--- src/scpd_pkg.sv ---
// Shared constants and types for the segment clipper.
package scpd_pkg;

	localparam int COORD_WIDTH = 32;
	localparam int QUEUE_DEPTH = 2;

	typedef struct packed {
		logic fault;
		logic neg_a;
		logic neg_b;
	} flags_t;

endpackage

--- src/scpd_fifo.sv ---
// Short queue that decouples the front end from the arithmetic back end.
module scpd_fifo #(
	parameter int WIDTH = 8,
	parameter int DEPTH = scpd_pkg::QUEUE_DEPTH
) (
	input  logic             clk,
	input  logic             arst_n,
	input  logic             push,
	input  logic [WIDTH-1:0] wdata,
	output logic             full,
	output logic             valid,
	output logic [WIDTH-1:0] rdata
);

	localparam int AW = (DEPTH > 1) ? $clog2(DEPTH) : 1;
	localparam int CW = $clog2(DEPTH + 1);

	logic [WIDTH-1:0] mem_q [DEPTH];
	logic [AW-1:0] wr_q, rd_q;
	logic [CW-1:0] cnt_q;
	logic pop;

	assign full = (cnt_q == CW'(DEPTH));
	assign valid = (cnt_q != '0);
	assign pop = valid;
	assign rdata = mem_q[rd_q];

	always_ff @(posedge clk or negedge arst_n) begin
		if (!arst_n) begin
			wr_q <= '0;
			rd_q <= '0;
			cnt_q <= '0;
		end else begin
			if (push) begin
				wr_q <= (wr_q == AW'(DEPTH - 1)) ? '0 : wr_q + 1'b1;
			end
			if (pop) begin
				rd_q <= (rd_q == AW'(DEPTH - 1)) ? '0 : rd_q + 1'b1;
			end
			if (push && !pop) begin
				cnt_q <= cnt_q + 1'b1;
			end else if (pop && !push) begin
				cnt_q <= cnt_q - 1'b1;
			end
		end
	end

	always_ff @(posedge clk) begin
		if (push) begin
			mem_q[wr_q] <= wdata;
		end
	end

endmodule

--- config.mk ---
export PLATFORM = sky130hd
export DESIGN_NAME = scpd_fifo
export DESIGN_NICKNAME = d
export VERILOG_FILES = /design/src/scpd_pkg.sv /design/src/scpd_fifo.sv
export SDC_FILE = /design/constraint.sdc
export NUM_CORES = 1
export LEC_CHECK = 0
export BUFFER_PORTS_ARGS = -buffer_cell sky130_fd_sc_hd__buf_2
export CORE_MARGIN = 1.5
export CORE_UTILIZATION = 48
export CTS_CLUSTER_DIAMETER = 50
export DETAILED_ROUTE_END_ITERATION = 8
export PLACE_DENSITY = 0.78
export SLEW_MARGIN = 20
export SYNTH_ARGS = -nofsm -noshare
export SYNTH_HDL_FRONTEND = slang
export SYNTH_SLANG_ARGS = --single-unit
--- constraint.sdc ---
create_clock -name clk -period 1.65 [get_ports clk]
set_input_delay 0.165 -clock clk [delete_from_list [all_inputs] [get_ports clk]]
set_output_delay 0.165 -clock clk [all_outputs]
set_load 0.05 [all_outputs]
==> results.tsv <==
stage	metric	value	unit
global_routing	largest net degree at the start of global routing	12	
sta	final setup violating endpoints	0	
global_routing	busiest grt layer	met2	
power_and_ir_drop	Tot Pwr	1.849	mW
clock_network	Clock Tree Root	clkbuf_4	
setup_path	Data required, critical path	1480	ps
floorplanning	Core Region	0.001506	mm²
logic_synthesis	sequential fraction of the synthesis area	75.32	%
clock_network	Worst-path clk slew	100	ps
sta	Slew HR	74.18	%
floorplanning	initial cell density of the core	51.16	%
placed_design	DP HPWL	837.9	µm
logic_synthesis	Avg Cell Area, Syn	18.80	µm²
global_routing	GRT Util Overall	14.36	%
sta	RSZ-0062 raised after global routing	no	
logic_synthesis	top-area cell type share of the netlist area	62.34	%
setup_path	CP startpoint kind	flop	
logic_synthesis	ranking of synthesized cells by area	edfxtp_1 62%, dfrtp_1 13%, mux2_2 12%, xor2_1 3.4%, xnor2_1 2.3%	
global_routing	first-pass GRT wire length	1821	µm
cells_and_area	layout cells sized above 1	52.24	%
routing	Post-Route WL	1106	µm
sta	Setup Skew	1.736	ps
logic_synthesis	synthesized instance count	41	
global_routing	met2 global-route usage	23.94	%
cells_and_area	Layout fillers	119	
routing	drt first pass iters	3	
logic_synthesis	post-synth top area cell	edfxtp_1	
global_routing	number of global-route vias before repair	412	
hold_path	Worst Hold Launch	wdata[1]	
clock_network	total CTS buffers	3	
setup_path	RR Endpoint	cnt_q[1]	
floorplanning	row cnt	14	
sta	Slew Limit Fails	0	
setup_path	Reg2Reg Setup Slack	320	ps
logic_synthesis	predominant post-synthesis flop cell	edfxtp_1	
routing	routed len/inst	13.33	µm
cells_and_area	Layout Nets	80	
sta	Hold Violations, Final	0	
logic_synthesis	synthesized flop and latch total	20	
routing	DR DRC count	0	
floorplanning	Ports	21	
hold_path	hold depth	1	
global_routing	GR Util met1	16.14	%
power_and_ir_drop	PwrDens	1984	mW/mm²
setup_path	worst r2r src	cnt_q[0]	
routing	Vias	415	
logic_synthesis	Yosys Warn Count	0	
cells_and_area	Area growth syn-to-layout	20.94	%
setup_path	Max FO, Critical Path	9	
global_routing	grt met3 use	5.106	%
placed_design	GP Congestion	0.6480	
hold_path	hold worst-path end	mem_q[0][1]	
sta	Setup TNS Final	0	ps
clock_network	CTS sink cnt	20	
logic_synthesis	Cell variety after synth	12	
sta	Max Clk Rate	650.7	MHz
run	Max-Cap Viols	0	
clock_network	clk_lat worst skew	290	ps
routing	Antenna Violating Nets Remaining	0	
global_routing	initial antenna violation count	0	
logic_synthesis	Post-Syn Area	770.7	µm²
setup_path	Setup CP Type	reg2out	
power_and_ir_drop	Leak Pwr	0.3791	nW
status	status	finished, final reports clean	
placed_design	Port Buf Inserts	20	
setup_path	R2R cell count	5	
routing	Initial DRC Count	12	
sta	Slew @ Worst Pin	387.3	ps
global_routing	aggregate global routing overflow	0	
logic_synthesis	Net Count, Synth	53	
sta	Period minus WS final	1537	ps
logic_synthesis	Async SR Flop Fraction	20.00	%
power_and_ir_drop	Max VDD drop	1.191	mV
hold_path	worst hold path type	in2reg	
routing	DR vias/cell	5.000	
floorplanning	Die X	43.07	µm
sta	final worst-path cycle share	93.13	%
floorplanning	Die ar.	0.001855	mm²
placed_design	Placed Area	894.6	µm²
setup_path	critical path capture point type	primary output	
logic_synthesis	most numerous cell in the Yosys netlist	edfxtp_1	
logic_synthesis	top cells by count, synth	16 x edfxtp_1, 8 x mux2_2, 4 x dfrtp_1	
logic_synthesis	Post-synth EDFFs	16	
setup_path	Arr. time, crit path	1370	ps
clock_network	CTS max path bufs	2	
floorplanning	die height	43.07	µm
clock_network	CTS tree	built	
cells_and_area	Final Cell Area	932.1	µm²
clock_network	H-Tree Depth	1	
cells_and_area	Ant. Diodes	0	
worst max-delay path by stage:
stage	startpoint	to	slack [ps]	depth (start not counted)
after global placement	rd_q	rdata[2]	330	2
after CTS	rd_q	rdata[2]	4	2
after global routing	rd_q	rdata[2]	80	2
after floorplan	cnt_q[0]	cnt_q[1]	450	5
final	rd_q	rdata[2]	110	2
after detailed placement	cnt_q[0]	cnt_q[1]	290	5
layout make-up:
cell class	count	area [µm²]	area share [%]
timing repair buffer	23	125.1	13.42
inverter	1	3.754	0.4027
sequential	20	581.8	62.42
clock buffer	4	26.28	2.819
tap	16	20.02	2.148
multi-input combinational	19	175.2	18.79
what timing repair did:
action | 4_1_cts | 5_1_grt
resized for setup | 0 | 1
setup buffers | 0 | 0
hold buffers | 1 | 0
hold endpoints to repair | 4 | 0
endpoints found under the setup margin | 0 | 8
logic make-up (layout without fill, tap and decap cells):
family,after synthesis,count (layout),share of synthesized area [%]
DFF,20,20,75.33
xor gates and xnor gates,5,5,5.683
and+or+nand+nor,5,5,3.735
buffers and inverters,2,28,1.947
muxes,8,8,11.69
adders and majority gates,1,1,1.623
flip-flops by register name, indices dropped and copies added, names as in the netlist:
register / cells
cnt_q: 2
wr_q: 1
rd_q: 1
mem_q: 16
through the flow:
step                hold WS, ps  utilization [%]  std cells  worst slack, ps
global route              38.48            61.88         83            75.74
CTS                       46.25            61.79         83            4.419
finish                    56.46            61.88         83            113.3
floorplan                -130.6                -         41            452.2
detailed placement       -26.29            59.39         78            293.1
global placement         -27.30            59.39         78            329.5
cells in the final DEF, fill, tap and decap left out, drive strengths merged:
cell type	netlist	final
and2	1	1
and2b	1	1
buf	1	22
clkbuf	0	4
dfrtp	4	4
dlygate4sd3	0	1
edfxtp	16	16
ha	1	1
inv	1	1
mux2	8	8
nor2	2	2
nor2b	1	1
xnor2	2	2
xor2	3	3
power breakdown:
part | switching [mW] | internal, mW
Clock | 0.137 | 0.0939
Combinational | 0.552 | 0.273
Sequential | 0.101 | 0.692
Total | 0.790 | 1.06
worst max-delay path, stage by stage, from the launching register on:
cell	delay, ps
dfrtp_2	510
mux2_2	360
buf_2	210
per-layer routing:
metal  vias up  part of all wire, %
met5         -                    0
li1        200                    -
met4         0                 0.63
met3         2                  3.2
met2        12                   55
met1       201                   41
Power figures use the tool's default switching activity.
