## config.mk

```make
export PLATFORM = sky130hd
export DESIGN_NAME = scpd_front
export DESIGN_NICKNAME = d
export VERILOG_FILES = /design/src/scpd_pkg.sv /design/src/scpd_front.sv
export SDC_FILE = /design/constraint.sdc
export NUM_CORES = 1
export LEC_CHECK = 0
export ABC_CLOCK_PERIOD_IN_PS = 19000
export BUFFER_PORTS_ARGS = -buffer_cell sky130_fd_sc_hd__buf_2
export CAP_MARGIN = 30
export CORE_MARGIN = 8
export CORE_UTILIZATION = 50
export CTS_BUF_LIST = sky130_fd_sc_hd__clkbuf_4 sky130_fd_sc_hd__clkbuf_8
export CTS_CLUSTER_DIAMETER = 60
export DETAILED_ROUTE_END_ITERATION = 8
export PLACE_DENSITY = 0.76
export SETUP_SLACK_MARGIN = 0.4
export SYNTH_ARGS = -nofsm -noshare
export SYNTH_HDL_FRONTEND = slang
export SYNTH_SLANG_ARGS = --single-unit
```

## constraint.sdc

```tcl
create_clock -name clk -period 19 [get_ports clk]
set_input_delay 5.7 -clock clk [delete_from_list [all_inputs] [get_ports clk]]
set_output_delay 5.7 -clock clk [all_outputs]
set_load 0.01 [all_outputs]
```

## src/scpd_pkg.sv

```systemverilog
// Shared constants and types for the segment clipper.
package scpd_pkg;

	localparam int COORD_WIDTH = 32;
	localparam int QUEUE_DEPTH = 2;

	typedef struct packed {
		logic fault;
		logic neg_a;
		logic neg_b;
	} flags_t;

endpackage

```

## src/scpd_front.sv

```systemverilog
// Front end: accepts a transaction, forms coordinate differences and classifies the divisor.
module scpd_front #(
	parameter int W = scpd_pkg::COORD_WIDTH
) (
	input  logic                 clk,
	input  logic                 arst_n,
	input  logic                 start,
	output logic                 busy,
	input  logic signed [W-1:0]  seg_start_x,
	input  logic signed [W-1:0]  seg_start_y,
	input  logic signed [W-1:0]  seg_end_x,
	input  logic signed [W-1:0]  seg_end_y,
	input  logic signed [W-1:0]  point_x,
	input  logic signed [W-1:0]  point_y,
	input  logic                 full,
	output logic                 push,
	output logic [6*W-1:0]       coords,
	output logic [4*W+3:0]       mags,
	output scpd_pkg::flags_t     flags
);

	logic signed [W:0] da, db, dc, dd;
	logic [W:0] ma, mb, mc, md;
	logic accept;
	logic valid_s1;
	logic [6*W-1:0] coords_s1;
	logic [4*W+3:0] mags_s1;
	scpd_pkg::flags_t flags_s1;
	scpd_pkg::flags_t flags_c;

	assign da = {point_x[W-1], point_x} - {seg_start_x[W-1], seg_start_x};
	assign db = {seg_end_y[W-1], seg_end_y} - {seg_start_y[W-1], seg_start_y};
	assign dc = {seg_end_x[W-1], seg_end_x} - {seg_start_x[W-1], seg_start_x};
	assign dd = {point_y[W-1], point_y} - {seg_start_y[W-1], seg_start_y};

	assign ma = da[W] ? -da : da;
	assign mb = db[W] ? -db : db;
	assign mc = dc[W] ? -dc : dc;
	assign md = dd[W] ? -dd : dd;

	always_comb begin
		flags_c.fault = (dc == '0) || (db == '0);
		flags_c.neg_a = da[W] ^ db[W] ^ dc[W];
		flags_c.neg_b = dd[W] ^ dc[W] ^ db[W];
	end

	assign busy = valid_s1 && full;
	assign accept = start && !busy;
	assign push = valid_s1 && !full;

	always_ff @(posedge clk or negedge arst_n) begin
		if (!arst_n) begin
			valid_s1 <= 1'b0;
		end else if (accept) begin
			valid_s1 <= 1'b1;
		end else if (push) begin
			valid_s1 <= 1'b0;
		end
	end

	always_ff @(posedge clk) begin
		if (accept) begin
			coords_s1 <= {seg_start_x, seg_start_y, seg_end_x, seg_end_y, point_x, point_y};
			mags_s1 <= {ma, mb, mc, md};
			flags_s1 <= flags_c;
		end
	end

	assign coords = coords_s1;
	assign mags = mags_s1;
	assign flags = flags_s1;

endmodule

```

==> results of run 1 <==
## power breakdown
group          leakage, nW  switching [mW]  total (mW)  internal [mW]
Sequential            3.13          0.0252       0.926          0.901
Clock                0.576           0.290       0.653          0.362
Combinational         6.83           0.409       0.663          0.253
## synth_stat cells, drive strengths merged, types with 9 or more instances
cell type	instances
a2111oi	11
a211o	9
a211oi	20
a21boi	9
a21o	52
a21oi	166
a31oi	40
and2	21
and3	21
buf	14
clkbuf	46
edfxtp	327
ha	136
inv	113
nand2	135
nand3	39
nand4	27
nor2	125
nor2b	25
nor3	50
nor3b	10
nor4	19
o2111ai	9
o211ai	16
o21a	25
o21ai	91
o21bai	12
o31ai	20
or2	16
or3	20
xnor2	133
xor2	76
## metal layers
layer  GRT usage [%]  up-vias  wire length [um]
met5               0        -                12
met2            46.6      798             32900
met1            30.0     8584             25800
met4            9.62        2              2270
li1                -     8440                 -
met3            5.82      133              5410
## metrics by stage
step                      instances  setup slack, ns  total power, mW  cell area (um^2)
after detailed placement       2973             7.16             1.60             24000
final                          3069             7.16             2.24             25100
after floorplan                1961             4.11             1.39             20800
after global routing           3067             7.13             2.35             25100
after global placement         2971             7.18             1.58             24000
after CTS                      3067             7.15             2.25             25100
## final timing paths
kind / endpoint / depth (start not counted) / start
min in group asynchronous: valid_s1$_DFFE_PN0P_ / 1 / arst_n
setup reg to reg: mags[114]$_DFFE_PP_ / 4 / valid_s1$_DFFE_PN0P_
hold / removal: valid_s1$_DFFE_PN0P_ / 2 / valid_s1$_DFFE_PN0P_
hold reg to reg: valid_s1$_DFFE_PN0P_ / 2 / valid_s1$_DFFE_PN0P_
setup / recovery: busy / 3 / full
max in group asynchronous: valid_s1$_DFFE_PN0P_ / 1 / arst_n
## layout make-up
type | instances | share of cell area (%)
Multi-Input combinational cell | 1460 | 41.2
Sequential cell | 328 | 39.2
Timing Repair Buffer | 533 | 10.8
Clock buffer | 61 | 3.17
Tap cell | 539 | 2.68
Inverter | 113 | 1.69
Clock inverter | 33 | 1.26
Antenna cell | 2 | 0.0199
## kinds of logic (layout without fill, tap and decap cells)
group,after synthesis,in the layout,share of synthesized area (%)
compound gates,551,551,17.8
xor+xnor,209,209,8.78
fa+ha+maj,140,140,8.55
buf+inv,173,740,3.21
flops,328,328,47.2
mux,2,2,0.0961
other cells,0,2,0
simple gates,558,558,14.3
## worst register-to-register path: stages, from the launching register on
cell	delay (ns)
sky130_fd_sc_hd__dfrtp_1	0.37
sky130_fd_sc_hd__and2_1	0.20
sky130_fd_sc_hd__nor2b_4	0.74
sky130_fd_sc_hd__buf_4	0.87
sky130_fd_sc_hd__buf_4	0.95
## cells in the final DEF (no fill, tap or decap), types with 19 or more instances in the layout
cell,instances
sky130_fd_sc_hd__a211oi_1,20
sky130_fd_sc_hd__a21o_1,52
sky130_fd_sc_hd__a21oi_1,164
sky130_fd_sc_hd__a31oi_1,39
sky130_fd_sc_hd__and2_1,21
sky130_fd_sc_hd__and3_1,20
sky130_fd_sc_hd__buf_2,524
sky130_fd_sc_hd__clkbuf_8,54
sky130_fd_sc_hd__edfxtp_1,327
sky130_fd_sc_hd__ha_1,136
sky130_fd_sc_hd__inv_1,113
sky130_fd_sc_hd__nand2_1,135
sky130_fd_sc_hd__nand3_1,36
sky130_fd_sc_hd__nand4_1,27
sky130_fd_sc_hd__nor2_1,125
sky130_fd_sc_hd__nor2b_1,23
sky130_fd_sc_hd__nor3_1,47
sky130_fd_sc_hd__o21a_1,25
sky130_fd_sc_hd__o21ai_0,85
sky130_fd_sc_hd__o31ai_1,19
sky130_fd_sc_hd__or3_1,19
sky130_fd_sc_hd__xnor2_1,133
sky130_fd_sc_hd__xor2_1,76
## state kept, by name (all words and copies together), names as in the netlist
signal	count
valid_s1	1
flags	3
mags	132
coords	192
==> results.ini, run 1 <==
[power_and_ir_drop]
p_leak_nw = 10.5
power.density_nw_per_um2 = 89.2
ir_worst_vdd_mv = 0.0626

[global_route]
grt_overflow = 0
via_count_of_the_first_global_routing_pass = 17700
grtUsageTotal_pct = 25.9
grt_pass1_wl_um = 97600
grt_antenna_before_repair = 4
grt_start_max_net_pins = 84

[floorplan]
floorplan.initialDensity_pct = 50.1
floorplan.rows = 75
core-area_um2 = 41600
design.die.area_um2 = 48500
ioPinCount = 525
fp.dieW_um = 220
die_height_um = 220

[logic_synthesis]
synthDominantAreaCellType = sky130_fd_sc_hd__edfxtp_1
synth-seq-cells = 328
number_of_synthesized_flops_with_an_enable_pin = 327
synth_warnings = 0
ys_types = 99
postSynth.asyncResetShare_pct = 0.305
synth_seq_area_share_pct = 47.2
post_synth_instance_area_um2 = 20800
synth.avg_cell_area_um2 = 10.6
synth_ff_type = sky130_fd_sc_hd__edfxtp_1
postSynthNetCount = 2297
syn-instance-count = 1961
ys_top_cells_by_area = sky130_fd_sc_hd__edfxtp_1 (47%), sky130_fd_sc_hd__ha_1 (8.2%), sky130_fd_sc_hd__xnor2_1 (5.6%), sky130_fd_sc_hd__a21oi_1 (4.0%), sky130_fd_sc_hd__xor2_1 (3.2%)
synth_top_area_share_pct = 47.1

[critical_path]
slowest_cell_on_crit_path = sky130_fd_sc_hd__and2_1
cp-start-kind = input port
arrival_ns = 6.14
critPathRequiredTime_ns = 13.30
critical_path.endpoint_type = primary output
worst_setup_slack_for_register_to_register_paths_ns = 15.43
critical_path.most_common_cell = sky130_fd_sc_hd__buf_2
crit_path_cell_trace = buf_2 > and2_1 > buf_2
critical_path.max_fanout = 3
critPathMaxStageDelay_ns = 0.19
cp_top_family = buffers and inverters
worst-setup-path-type = in -> out
cp_num_buf_inv = 2

[layout]
syn2layout_area_growth_pct = 20.6
final.fill_count = 3432
final_net_count = 2826
register_cell_area_after_layout_um2 = 9840
final_core_util_pct = 60.4
multi_input_area_um2 = 10400
fraction_of_final_layout_cells_with_drive_strength_greater_than_1_pct = 26.9

[clock_network]
clock_tree.root_cell = sky130_fd_sc_hd__clkbuf_8
cts_made_buffers = 54
sink_count_of_the_clock_tree = 328
clock_tree_from_tritoncts = done
insertion_delay_ns = 0.66
post_cts_hold_buffer_count = 0
number_of_levels_the_h_tree_was_split_into = 2
post_cts_setup_buffers = 0
clock_path_buffers = 3
resized_gates_after_cts = 0
clock_pin_slew_on_the_worst_setup_and_hold_paths_ns = 0.06

[timing]
setup_repair_after_global_routing_missed_its_margin = false
fmax_mhz = 84.4
timing_hold_violations_final = 0
post-route-min-period_ns = 11.84
finalClockSkew_ns = 0.0409
hold-worst-slack_ns = 0.712
setup_tns_ns = 0
worstMarginPinSlew_ns = 0.998
finalCritPeriodShare_pct = 62.3
count_of_final_max_slew_check_failures = 0
slew_headroom_pct = 31.7
setup_viol = 0

[min_path]
min_path_type = reg -> reg

[drt]
drt-initial-drc-count = 1640
route.detailed.vias_per_inst = 5.85
ant_nets = 0
via_count = 18000
totalWireLength_um = 66300
dr.pass1.iters = 8
post-route-drc-count = 0
routed_wire_length_per_instance_um = 21.6

[placement]
gp_congestion = 0.916
port_buffers = 524
detailedPlacementHpwl_um = 53800

[job]
max-cap-violations = 0

[run_status]
outcome = completed

(Power assumes the default switching activity.)
==> run 2: changes to the inputs <==
--- a/config.mk
+++ b/config.mk
@@ -5,7 +5,7 @@
 export SDC_FILE = /design/constraint.sdc
 export NUM_CORES = 1
 export LEC_CHECK = 0
-export ABC_CLOCK_PERIOD_IN_PS = 19000
+export ABC_CLOCK_PERIOD_IN_PS = 11200
 export BUFFER_PORTS_ARGS = -buffer_cell sky130_fd_sc_hd__buf_2
 export CAP_MARGIN = 30
 export CORE_MARGIN = 8
==> constraint.sdc (replaced) <==
create_clock -name clk -period 11.2 [get_ports clk]
set_input_delay 3.36 -clock clk [delete_from_list [all_inputs] [get_ports clk]]
set_output_delay 3.36 -clock clk [all_outputs]
set_load 0.01 [all_outputs]
==> run 2 against run 1 <==
  * Register-to-register slack worse by 7.0 ns
  * Routed wire length increased by 0.99%
  * Sequential share of layout area is 0.10 points higher
  * First-iteration DRC count fell by 21%
  * Non-clock buffer count shrank 1
  * Critical endpoint unchanged
  * Total power increased by 67%
  * Clock skew rose by 0.0089 ns
  * Critical path depth unchanged
  * Global-route usage up 0.43 points
  * Highest routed layer unchanged
  * Clock-buffer cell count grew 9
  * Final cell count about the same
  * Sequential cell count is the same
==> results.ini, run 2 (synthesized netlist as in run 1, its figures left out) <==
[run_status]
outcome = completed  ; unchanged

[global_route]
grt_antenna_before_repair = 4  ; unchanged
grt_pass1_wl_um = 99100  ; was 97600 um
grtUsageTotal_pct = 26.4  ; was 25.9%
grt_start_max_net_pins = 186  ; was 84
grt_overflow = 0  ; unchanged
via_count_of_the_first_global_routing_pass = 18000  ; was 17700

[critical_path]
worst_setup_path_startpoint = full  ; unchanged
worst_r2r_endpoint = coords[161]$_DFFE_PP_  ; was mags[114]$_DFFE_PP_
cp-start-kind = input port  ; unchanged
worst_setup_slack_for_register_to_register_paths_ns = 8.41  ; was 15.43 ns
critical_path.endpoint_type = primary output  ; unchanged
critPathMaxStageDelay_ns = 0.19  ; about the same
worst-setup-path-type = in -> out  ; unchanged
slowest_cell_on_crit_path = sky130_fd_sc_hd__and2_1  ; unchanged
crit_path_cell_trace = buf_2 > and2_1 > buf_2  ; unchanged
reg2regPathDepth = 4  ; unchanged
critPathRequiredTime_ns = 7.84  ; was 13.30 ns
crit_path_end = busy  ; unchanged
arrival_ns = 3.79  ; was 6.14 ns
critical_path.most_common_cell = sky130_fd_sc_hd__buf_2  ; unchanged
regToRegStartpoint = valid_s1$_DFFE_PN0P_  ; unchanged
critical_path.max_fanout = 3  ; unchanged

[timing]
setup_tns_ns = 0  ; unchanged
fmax_mhz = 140
timing_hold_violations_final = 0  ; unchanged
count_of_final_max_slew_check_failures = 0  ; unchanged
hold-worst-slack_ns = 0.696  ; was 0.712 ns
setup_viol = 0  ; unchanged
finalCritPeriodShare_pct = 63.8
post-route-min-period_ns = 7.15
slew_headroom_pct = 19.1  ; was 31.7%
setup_repair_after_global_routing_missed_its_margin = false  ; unchanged
finalClockSkew_ns = 0.0498  ; was 0.0409 ns
worstMarginPinSlew_ns = 1.21  ; was 0.998 ns
setup_ws_ns = 4.05  ; was 7.16 ns

[placement]
dp_cells = 2971  ; was 2973
pre_cts_slack_ns = 3.62  ; was 7.16 ns
dpl_cell_area_um2 = 24000  ; about the same
detailedPlacementHpwl_um = 54300  ; was 53800 um
port_buffers = 524  ; unchanged
gp_congestion = 0.902  ; was 0.916

[clock_network]
clock_tree.root_cell = sky130_fd_sc_hd__clkbuf_8  ; unchanged
number_of_levels_the_h_tree_was_split_into = 2  ; unchanged
clock_path_buffers = 3  ; unchanged
post_cts_setup_buffers = 0  ; unchanged
sink_count_of_the_clock_tree = 328  ; unchanged
cts_made_buffers = 54  ; unchanged
clock_tree_from_tritoncts = done  ; unchanged
post_cts_hold_buffer_count = 0  ; unchanged
resized_gates_after_cts = 0  ; unchanged
clock_pin_slew_on_the_worst_setup_and_hold_paths_ns = 0.06  ; about the same
insertion_delay_ns = 0.65  ; was 0.66 ns

[drt]
highest_layer = met5  ; unchanged
totalWireLength_um = 67000  ; was 66300 um
routed_wire_length_per_instance_um = 21.8  ; was 21.6 um
ant_nets = 0  ; unchanged
met3_length_um = 5550  ; was 5410 um
via_count = 17900  ; was 18000
wirelength_met1_um = 26100  ; was 25800 um
routed-wl-met2_um = 33000  ; was 32900 um
post-route-drc-count = 0  ; unchanged
drt-initial-drc-count = 1291  ; was 1640
route.detailed.vias_per_inst = 5.83  ; was 5.85
dr.pass1.iters = 6  ; was 8

[power_and_ir_drop]
report.power.total_mw = 3.73  ; was 2.24 mW
p_leak_nw = 10.5  ; about the same
ir_worst_vdd_mv = 0.118  ; was 0.0626 mV
power.density_nw_per_um2 = 149  ; was 89.2 nW/um^2

[layout]
stdcell_count = 3067  ; was 3069
layout_common_cells = sky130_fd_sc_hd__buf_2 (524), sky130_fd_sc_hd__edfxtp_1 (327), sky130_fd_sc_hd__a21oi_1 (164)  ; unchanged
syn2layout_area_growth_pct = 20.2  ; was 20.6%
most_frequent_standard_cell_in_the_layout_excluding_fill_and_tap_cells = sky130_fd_sc_hd__buf_2  ; unchanged
final_core_util_pct = 60.3  ; was 60.4%
final_net_count = 2825  ; was 2826
layout.cell_area.non_filler_um2 = 25100  ; about the same
fraction_of_final_layout_cells_with_drive_strength_greater_than_1_pct = 26.9  ; about the same
final.fill_count = 3402  ; was 3432
largest_register_ff_count = 192  ; unchanged

[floorplan]
ioPinCount = 525  ; unchanged
floorplan.rows = 75  ; unchanged
fp.dieW_um = 220  ; unchanged
design.die.area_um2 = 48500  ; unchanged
core-area_um2 = 41600  ; unchanged
floorplan.initialDensity_pct = 50.1  ; unchanged
die_height_um = 220  ; unchanged

[min_path]
min_path_type = reg -> reg  ; unchanged
min_from = valid_s1$_DFFE_PN0P_  ; unchanged

[job]
max-cap-violations = 0  ; unchanged

[run 2: worst max-delay path, delay by kind of cell]
family	cells	cell delay, ns
buffers and inverters	2	0.25
AND/OR/NAND/NOR	1	0.19
[run 2: worst min path at each step]
stage / cells past startpoint / slack, ns / end
floorplan: 2 / 0.71 / valid_s1$_DFFE_PN0P_
global placement: 2 / 0.66 / valid_s1$_DFFE_PN0P_
detailed placement: 2 / 0.68 / valid_s1$_DFFE_PN0P_
CTS: 2 / 0.69 / valid_s1$_DFFE_PN0P_
global route: 2 / 0.74 / valid_s1$_DFFE_PN0P_
finish: 2 / 0.70 / valid_s1$_DFFE_PN0P_
[run 2: layout make-up]
class	count	area [um^2]	area share, %
well taps	539	674	2.69
repair buffers	532	2720	10.8
flip-flops and latches	328	9840	39.3
clock buffers	70	863	3.44
multi-input cells	1460	10400	41.4
inverters	113	424	1.69
clock inverters	24	173	0.689
diodes	1	2.50	0.00999
[run 2: power by group]
group / internal, mW / leakage [nW] / total [mW] / switching (mW)
registers: 1.53 / 3.13 / 1.57 / 0.0444
logic: 0.431 / 6.83 / 1.13 / 0.697
clock network: 0.549 / 0.541 / 1.03 / 0.483
[run 2: per-layer routing]
layer	vias to the layer above	global-route usage [%]
met5	-	0
met4	6	9.56
met3	134	6.44
met2	739	46.8
met1	8545	30.7
li1	8451	-
